## config.mk

```make
export PLATFORM = sky130hd
export DESIGN_NAME = multi_button_event_detector_unit
export DESIGN_NICKNAME = d
export VERILOG_FILES = /design/src/hdl/mbed_pkg.sv /design/src/hdl/mbed_lane.sv /design/src/hdl/mbed_merge.sv /design/src/hdl/multi_button_event_detector_unit.sv
export SDC_FILE = /design/constraint.sdc
export NUM_CORES = 1
export LEC_CHECK = 0
export ABC_AREA = 1
export BUFFER_PORTS_ARGS = -buffer_cell sky130_fd_sc_hd__buf_4
export CAP_MARGIN = 20
export CORE_ASPECT_RATIO = 0.8
export CORE_MARGIN = 3
export CORE_UTILIZATION = 55
export DETAILED_ROUTE_END_ITERATION = 7
export PLACE_DENSITY_LB_ADDON = 0.15
export SETUP_SLACK_MARGIN = 0.4
export SYNTH_ARGS = -nofsm -noshare
export SYNTH_HDL_FRONTEND = slang
export SYNTH_SLANG_ARGS = --single-unit
```

## constraint.sdc

```tcl
create_clock -name i_clk -period 11.7 [get_ports i_clk]
set_input_delay 0.585 -clock i_clk [delete_from_list [all_inputs] [get_ports i_clk]]
set_output_delay 0.585 -clock i_clk [all_outputs]
set_load 0.01 [all_outputs]
```

## src/hdl/mbed_pkg.sv

```systemverilog
package mbed_pkg;

    localparam int NUM_BUTTONS = 4;
    localparam int BTN_W       = 2;
    localparam int TICK_W      = 16;
    localparam int CLICK_W     = 8;
    localparam int EVENT_W     = 4;
    localparam int CFG_ADDR_W  = 3;
    localparam int CFG_DATA_W  = 16;
    localparam int S_DATA_W    = 8;
    localparam int M_DATA_W    = 16;

    localparam logic [BTN_W-1:0] LAST_BTN = BTN_W'(NUM_BUTTONS - 1);

    localparam logic [CFG_ADDR_W-1:0] REG_SHORT_PRESS = 3'd0;
    localparam logic [CFG_ADDR_W-1:0] REG_LONG_PRESS  = 3'd1;
    localparam logic [CFG_ADDR_W-1:0] REG_LONG_HOLD   = 3'd2;
    localparam logic [CFG_ADDR_W-1:0] REG_CLICK_GAP   = 3'd3;
    localparam logic [CFG_ADDR_W-1:0] REG_CLICK_LIMIT = 3'd4;
    localparam logic [CFG_ADDR_W-1:0] REG_LEVEL_MASK  = 3'd5;

    localparam logic [EVENT_W-1:0] EV_NONE     = 4'd0;
    localparam logic [EVENT_W-1:0] EV_DOWN     = 4'd1;
    localparam logic [EVENT_W-1:0] EV_SHORT    = 4'd2;
    localparam logic [EVENT_W-1:0] EV_LONG     = 4'd3;
    localparam logic [EVENT_W-1:0] EV_HOLD     = 4'd4;
    localparam logic [EVENT_W-1:0] EV_SHORT_UP = 4'd5;
    localparam logic [EVENT_W-1:0] EV_LONG_UP  = 4'd6;
    localparam logic [EVENT_W-1:0] EV_HOLD_UP  = 4'd7;
    localparam logic [EVENT_W-1:0] EV_CLICKS   = 4'd8;

    typedef enum logic [2:0] {
        ST_IDLE  = 3'b001,
        ST_DOWN  = 3'b010,
        ST_MULTI = 3'b100
    } t_stage;

    typedef struct packed {
        logic [TICK_W-1:0]  short_press;
        logic [TICK_W-1:0]  long_press;
        logic [TICK_W-1:0]  long_hold;
        logic [TICK_W-1:0]  click_gap;
        logic [CLICK_W-1:0] click_limit;
    } t_cfg;

    typedef struct packed {
        logic [EVENT_W-1:0] event_code;
        logic [CLICK_W-1:0] click_count;
    } t_lane_out;

endpackage

```

## src/hdl/mbed_lane.sv

```systemverilog
module mbed_lane
    import mbed_pkg::*;
(
    input  logic      i_clk,
    input  logic      i_rst_n,
    input  logic      i_en,
    input  logic      i_pressed,
    input  t_cfg      i_cfg,
    output t_lane_out o_result
);

    t_stage             r_stage, n_stage;
    logic [TICK_W-1:0]  r_hold, n_hold;
    logic [CLICK_W-1:0] r_clicks, n_clicks;
    logic [EVENT_W-1:0] r_event, n_event;
    logic [CLICK_W-1:0] r_rep, n_rep;

    logic [TICK_W:0]    inc_ticks;
    logic [TICK_W-1:0]  cur_ticks;
    logic [CLICK_W-1:0] clipped;

    always_comb begin
        n_stage   = r_stage;
        n_clicks  = r_clicks;
        n_event   = r_event;
        n_rep     = r_rep;
        inc_ticks = {1'b0, r_hold} + {{TICK_W{1'b0}}, 1'b1};
        cur_ticks = r_hold;
        if (r_stage == ST_DOWN || r_stage == ST_MULTI) begin
            cur_ticks = (inc_ticks >= {1'b0, i_cfg.long_hold}) ? i_cfg.long_hold
                                                                : inc_ticks[TICK_W-1:0];
        end
        n_hold  = cur_ticks;
        clipped = (r_clicks < i_cfg.click_limit) ? r_clicks : i_cfg.click_limit;

        unique case (r_stage)
            ST_DOWN: begin
                if (i_pressed) begin
                    if (r_clicks != '0) begin
                        if (cur_ticks > i_cfg.click_gap) begin
                            n_event  = EV_CLICKS;
                            n_rep    = clipped;
                            n_hold   = '0;
                            n_clicks = '0;
                        end
                    end else if (cur_ticks >= i_cfg.long_hold) begin
                        n_event = EV_HOLD;
                    end else if (cur_ticks >= i_cfg.long_press) begin
                        n_event = EV_LONG;
                    end else if (cur_ticks >= i_cfg.short_press) begin
                        n_event = EV_SHORT;
                    end
                end else begin
                    if (cur_ticks >= i_cfg.long_hold) begin
                        n_event = EV_HOLD_UP;
                        n_stage = ST_IDLE;
                    end else if (cur_ticks >= i_cfg.long_press) begin
                        n_event = EV_LONG_UP;
                        n_stage = ST_IDLE;
                    end else if (cur_ticks >= i_cfg.short_press) begin
                        n_event = EV_SHORT_UP;
                        n_stage = ST_IDLE;
                    end else begin
                        n_stage = ST_MULTI;
                        if (r_clicks != {CLICK_W{1'b1}}) begin
                            n_clicks = r_clicks + CLICK_W'(1);
                        end
                    end
                end
            end
            ST_MULTI: begin
                if (i_pressed) begin
                    n_stage = ST_DOWN;
                    n_hold  = '0;
                end else if (cur_ticks > i_cfg.click_gap) begin
                    n_event = EV_CLICKS;
                    n_rep   = clipped;
                    n_stage = ST_IDLE;
                end
            end
            default: begin
                n_event = EV_NONE;
                n_stage = ST_IDLE;
                if (i_pressed) begin
                    n_event  = EV_DOWN;
                    n_stage  = ST_DOWN;
                    n_hold   = '0;
                    n_clicks = '0;
                end
            end
        endcase
    end

    always_ff @(posedge i_clk) begin
        if (!i_rst_n) begin
            r_stage  <= ST_IDLE;
            r_hold   <= '0;
            r_clicks <= '0;
            r_event  <= EV_NONE;
            r_rep    <= '0;
        end else if (i_en) begin
            r_stage  <= n_stage;
            r_hold   <= n_hold;
            r_clicks <= n_clicks;
            r_event  <= n_event;
            r_rep    <= n_rep;
        end
    end

    assign o_result.event_code  = r_event;
    assign o_result.click_count = (r_event == EV_CLICKS) ? r_rep : '0;

endmodule

```

## src/hdl/mbed_merge.sv

```systemverilog
module mbed_merge
    import mbed_pkg::*;
(
    input  logic                i_clk,
    input  logic                i_rst_n,
    input  logic                i_start,
    input  t_lane_out           i_lanes [NUM_BUTTONS],
    input  logic                i_m_tready,
    output logic                o_busy_next,
    output logic                o_m_tvalid,
    output logic [M_DATA_W-1:0] o_m_tdata,
    output logic                o_m_tlast
);

    logic             r_valid;
    logic [BTN_W-1:0] r_idx;
    logic             last_taken;
    t_lane_out        sel;

    assign last_taken  = r_valid && i_m_tready && (r_idx == LAST_BTN);
    assign o_busy_next = r_valid && !last_taken;

    always_ff @(posedge i_clk) begin
        if (!i_rst_n) begin
            r_valid <= 1'b0;
            r_idx   <= '0;
        end else if (i_start) begin
            r_valid <= 1'b1;
            r_idx   <= '0;
        end else if (r_valid && i_m_tready) begin
            if (r_idx == LAST_BTN) begin
                r_valid <= 1'b0;
            end else begin
                r_idx <= r_idx + BTN_W'(1);
            end
        end
    end

    assign sel        = i_lanes[r_idx];
    assign o_m_tvalid = r_valid;
    assign o_m_tlast  = (r_idx == LAST_BTN);
    assign o_m_tdata  = {2'b00, sel.click_count, sel.event_code, r_idx};

endmodule

```

## src/hdl/multi_button_event_detector_unit.sv

```systemverilog
// Multi-button event detector.
// The slave channel takes one request per scan tick; tdata[3:0] holds the raw
// pin level of every button. Each button has its own lane that updates its
// press state in the cycle the request is accepted.
// The master channel then returns one request per button, button 0 first,
// with tlast on the highest-numbered button. Each carries the button index,
// the button's current event code and the clipped click count.
// The first result is valid in the cycle after the tick is accepted. The next
// tick is taken in the same cycle the last result of the previous tick is
// taken, so no new tick is accepted while results of the previous one remain;
// the single output port serializes the four lane results.
// When the receiver stalls, the current result holds and no new tick is
// accepted until the last result leaves.
// Reset clears all button state to idle with no event and restores the
// default thresholds. Configuration writes take effect at once. The user must
// do them while no tick is in flight; the block itself does not enforce this.
module multi_button_event_detector_unit
    import mbed_pkg::*;
(
    input  logic                  i_clk,
    input  logic                  i_rst_n,
    input  logic                  i_cfg_we,
    input  logic [CFG_ADDR_W-1:0] i_cfg_addr,
    input  logic [CFG_DATA_W-1:0] i_cfg_wdata,
    input  logic                  i_s_tvalid,
    output logic                  o_s_tready,
    // Fields from bit 0: pin_levels[3:0], zero fill.
    input  logic [S_DATA_W-1:0]   i_s_tdata,
    output logic                  o_m_tvalid,
    input  logic                  i_m_tready,
    // Fields from bit 0: button_index[1:0], event_code[5:2], click_count[13:6], zero fill.
    output logic [M_DATA_W-1:0]   o_m_tdata,
    output logic                  o_m_tlast
);

    t_cfg                   r_cfg;
    logic [NUM_BUTTONS-1:0] r_mask;
    logic [NUM_BUTTONS-1:0] pressed;
    logic                   accept;
    logic                   busy_next;
    t_lane_out              lanes [NUM_BUTTONS];

    always_ff @(posedge i_clk) begin
        if (!i_rst_n) begin
            r_cfg.short_press <= TICK_W'(3);
            r_cfg.long_press  <= TICK_W'(50);
            r_cfg.long_hold   <= TICK_W'(100);
            r_cfg.click_gap   <= TICK_W'(15);
            r_cfg.click_limit <= CLICK_W'(3);
            r_mask            <= '0;
        end else if (i_cfg_we) begin
            unique case (i_cfg_addr)
                REG_SHORT_PRESS: r_cfg.short_press <= i_cfg_wdata;
                REG_LONG_PRESS:  r_cfg.long_press  <= i_cfg_wdata;
                REG_LONG_HOLD:   r_cfg.long_hold   <= i_cfg_wdata;
                REG_CLICK_GAP:   r_cfg.click_gap   <= i_cfg_wdata;
                REG_CLICK_LIMIT: r_cfg.click_limit <= i_cfg_wdata[CLICK_W-1:0];
                REG_LEVEL_MASK:  r_mask            <= i_cfg_wdata[NUM_BUTTONS-1:0];
                default: ;
            endcase
        end
    end

    assign o_s_tready = !busy_next;
    assign accept     = i_s_tvalid && o_s_tready;
    assign pressed    = ~(i_s_tdata[NUM_BUTTONS-1:0] ^ r_mask);

    for (genvar g = 0; g < NUM_BUTTONS; g++) begin : g_lane
        mbed_lane u_lane (
            .i_clk     (i_clk),
            .i_rst_n   (i_rst_n),
            .i_en      (accept),
            .i_pressed (pressed[g]),
            .i_cfg     (r_cfg),
            .o_result  (lanes[g])
        );
    end

    mbed_merge u_merge (
        .i_clk       (i_clk),
        .i_rst_n     (i_rst_n),
        .i_start     (accept),
        .i_lanes     (lanes),
        .i_m_tready  (i_m_tready),
        .o_busy_next (busy_next),
        .o_m_tvalid  (o_m_tvalid),
        .o_m_tdata   (o_m_tdata),
        .o_m_tlast   (o_m_tlast)
    );

`ifndef SYNTH
    a_accept_at_tick_end: assert property (@(posedge i_clk) disable iff (!i_rst_n)
        (o_s_tready && o_m_tvalid) |-> (o_m_tlast && i_m_tready))
        else $error("tick accepted while results of the previous tick remain");

    a_first_result: assert property (@(posedge i_clk) disable iff (!i_rst_n)
        (i_s_tvalid && o_s_tready) |=> (o_m_tvalid && o_m_tdata[1:0] == 2'd0))
        else $error("first result of a tick is not button zero");

    a_last_marker: assert property (@(posedge i_clk) disable iff (!i_rst_n)
        o_m_tvalid |-> (o_m_tlast == (o_m_tdata[BTN_W-1:0] == LAST_BTN)))
        else $error("last marker does not match the button index");

    a_count_only_on_clicks: assert property (@(posedge i_clk) disable iff (!i_rst_n)
        (o_m_tvalid && o_m_tdata[13:6] != 8'd0) |-> (o_m_tdata[5:2] == EV_CLICKS))
        else $error("click count reported with a non-click event");
`endif

endmodule
```

==> flow_metrics.py <==
metrics = {
    "run_status": {
        "status": "finished clean",
    },
    "sta": {
        "fin_hold_ws_ns": 0.300,
        "setup_violations": 0,
        "layout_min_cycle_time_ns": 6.28,
        "fin_skew_ns": 0.0255,
        "tightest_slew_ns": 1.01,
        "rsz0062_at_grt": "false",
        "finalHoldViolations": 0,
        "report.final.slew_viol_count": 0,
        "fin_setup_tns_ns": 0,
        "fmax_ghz": 0.159,
        "fin_crit_sh_pct": 53.7,
        "relSlewSlack_pct": 32.2,
        "setup_ws_ns": 5.42,
    },
    "yosys": {
        "synth_warnings": 0,
        "synth_top_area_share_pct": 20.7,
        "syn_inst": 3496,
        "synthesis.area_mm2": 0.0228,
        "ys_async_sr_fraction_pct": 0,
        "synthFlopType": "dfxtp_1",
        "syn_area_per_cell_um2": 6.52,
        "synth_common_cells": "nand2_1, inv_1, ha_1",
        "ys_ff_latch": 235,
        "yosysSeqAreaShare_pct": 20.7,
        "synthTopCellsByArea": "dfxtp_1, ha_1, nand2_1",
        "synth_edf_count": 0,
        "synth_most_common_cell": "nand2_1",
        "ys_types": 52,
        "synth_top_area_cell": "dfxtp_1",
    },
    "cells_and_area": {
        "fin_cells": 4062,
        "nNetsFinal": 3888,
        "layout-drive-gt1-share_pct": 6.71,
        "syn2layout_area_growth_pct": 7.22,
        "final_area_mm2": 0.0244,
    },
    "pwr": {
        "vdd_drop_max_uv": 123,
        "power_leakage_nw": 12.5,
        "power.density_mw_per_mm2": 109,
    },
    "grt": {
        "antenna_found_initial": 2,
        "gr-usage-all-layers_pct": 33.9,
        "grt_pass1_wl_um": 119000,
        "grt_max_degree": 85,
        "grt-ovfl-total": 0,
        "grt_pass1_vias": 21927,
    },
    "placed_design": {
        "post-dp-hpwl_um": 58300,
        "port_buffers": 44,
        "placed_cells": 4007,
        "gp_congestion": 0.968,
        "placed_cell_area_mm2": 0.0234,
        "post-place-ws_ns": 5.74,
    },
    "critical_path": {
        "ff2ff_path_depth": 28,
        "arrival_ns": 6.81,
        "cp_slowest_stage_delay_ns": 0.49,
        "endpoint_kind": "flip-flop",
        "critPathKind": "reg -> reg",
        "worst_ep_required_time_ns": 12.23,
        "critPathMostFrequentCell": "nand2_1",
        "reg2reg_to": "g_lane[3].u_lane.r_hold[15]$_SDFFE_PN0P_",
        "reg2reg_from": "g_lane[3].u_lane.r_hold[0]$_SDFFE_PN0P_",
        "cp_top_family": "simple AND/OR/NAND/NOR gates",
        "path_max_fanout": 17,
        "rrSetupSlack_ns": 5.42,
        "critical_path.slowest_cell": "inv_1",
        "crit_path_start_kind": "flip-flop",
        "crit_buf_inv": 4,
        "cp.depth": 28,
    },
    "floorplanning": {
        "start_util_pct": 55.8,
        "ios": 51,
        "placement_rows": 66,
        "coreArea_mm2": 0.0408,
        "die-height_um": 188,
        "die_w_um": 234,
        "dieArea_mm2": 0.0439,
    },
    "clock_network": {
        "numCtsBuffers": 28,
        "cts_setup_buffers": 0,
        "cts_root_buf": "clkbuf_16",
        "post_cts_resized": 0,
        "clkSinkCount": 235,
        "cts_hold_buf": 0,
        "path_clk_slew_ns": 0.07,
        "tritoncts": "built",
        "worst_skew_pair.late_latency_ns": 0.59,
        "htreeDepth": 1,
        "cts_max_path_buffers": 3,
    },
    "min_path": {
        "hold_end": "r_cfg[56]$_SDFFE_PN1P_",
        "worstHoldStart": "i_cfg_wdata[0]",
        "whs_path_depth": 3,
        "min_path_type": "in -> reg",
    },
    "routing": {
        "wl_per_cell_um": 18.8,
        "wirelength_um": 76200,
        "post-route-drc-count": 0,
        "vias": 24026,
        "drt_iter0_markers": 2920,
        "drt-vias-per-instance": 5.91,
        "drt-pass1-iter-count": 8,
        "ant_nets": 0,
    },
    "flow_run": {
        "maxCapViolCount": 0,
    },
}
## through the flow
step	util (%)	power, W
floorplan	-	0.00147
global placement	57.5	0.00167
detailed placement	57.5	0.00170
CTS	59.8	0.00263
global route	59.9	0.00280
finish	59.9	0.00266
## layer usage
layer | vias up | global-route usage, % | wire, µm
met5 | - | 0 | 0
met4 | 0 | 11.1 | 2710
met3 | 187 | 6.17 | 8500
met2 | 1168 | 48.5 | 30000
met1 | 11007 | 50.7 | 34900
li1 | 11664 | - | -
## state kept, by name, summed over array words and instances (netlist names)
name and flops:
g_lane.u_lane.r_rep 32, r_cfg 72, u_merge.r_idx 2, u_merge.o_m_tvalid 1
g_lane.u_lane.r_clicks 32, g_lane.u_lane.r_stage 12, r_mask 4, g_lane.u_lane.r_event 16
g_lane.u_lane.r_hold 64
## cell families (layout without fill, tap and decap cells)
family,Yosys count,after routing,synth area share (%)
AND/OR/NAND/NOR,1748,1748,34.5
AO/OA/AOI/OAI,561,561,13.4
buffers and inverters,531,550,9.17
adder cells (fa/ha/maj),361,361,19.8
flip-flops,235,235,20.7
XOR/XNOR,58,58,2.41
other,1,4,0.0165
multiplexers,1,1,0.0494
## placed cells by master, fill, tap and decap left out, drive strengths merged
cell	Yosys	routed
o211ai	20	20
ha	361	361
and3	2	2
a31oi	28	28
diode	0	2
clkbuf	49	39
nand2	962	962
nand4	110	110
nor2	281	281
conb	1	2
or2	20	20
a21oi	305	305
clkinvlp	0	2
o21a	14	14
nor4	15	15
mux2	1	1
o21bai	18	18
nor3b	2	2
xor2	51	51
buf	35	51
a211oi	1	1
bufinv	0	3
clkinv	5	12
nand3b	16	16
xnor2	7	7
inv	442	443
o221a	8	8
dfxtp	235	235
and2	3	3
nand3	291	291
o21ai	163	163
nor3	46	46
a21boi	4	4
## tightest hold or removal path: stages
cell	delay [ns]
buf_4	0.14
nand2_1	0.06
nand3_1	0.07
## area by class of cell
| class | instances | area [µm²] |
|---|---|---|
| Tap cell | 544 | 681 |
| Sequential cell | 235 | 4700 |
| Fill cell | 3922 | 16400 |
| Antenna cell | 2 | 5.00 |
| Multi-Input combinational cell | 2731 | 16000 |
| Clock buffer | 38 | 820 |
| Timing Repair Buffer | 52 | 385 |
| Inverter | 447 | 1680 |
| Clock inverter | 13 | 149 |
## worst max path at each step
stage / start / to / slack [ns]
finish: g_lane[3].u_lane.r_hold[0]$_SDFFE_PN0P_ / g_lane[3].u_lane.r_hold[15]$_SDFFE_PN0P_ / 5.42
global route: g_lane[2].u_lane.r_hold[0]$_SDFFE_PN0P_ / g_lane[2].u_lane.r_hold[6]$_SDFFE_PN0P_ / 4.98
CTS: g_lane[2].u_lane.r_hold[0]$_SDFFE_PN0P_ / g_lane[2].u_lane.r_hold[1]$_SDFFE_PN0P_ / 5.71
detailed placement: g_lane[2].u_lane.r_hold[0]$_SDFFE_PN0P_ / g_lane[2].u_lane.r_hold[1]$_SDFFE_PN0P_ / 5.74
global placement: g_lane[2].u_lane.r_hold[0]$_SDFFE_PN0P_ / g_lane[2].u_lane.r_hold[4]$_SDFFE_PN0P_ / 5.84
floorplan: g_lane[0].u_lane.r_hold[0]$_SDFFE_PN0P_ / g_lane[0].u_lane.r_clicks[4]$_SDFFE_PN0P_ / 7.37
## power breakdown
part / leakage (nW) / total (W) / internal, W / switching (W)
combinational: 10.1 / 0.000826 / 0.000254 / 0.000571
clock: 0.479 / 0.000941 / 0.000554 / 0.000388
sequential: 1.91 / 0.000890 / 0.000836 / 0.0000541
(Power assumes the default switching activity.)
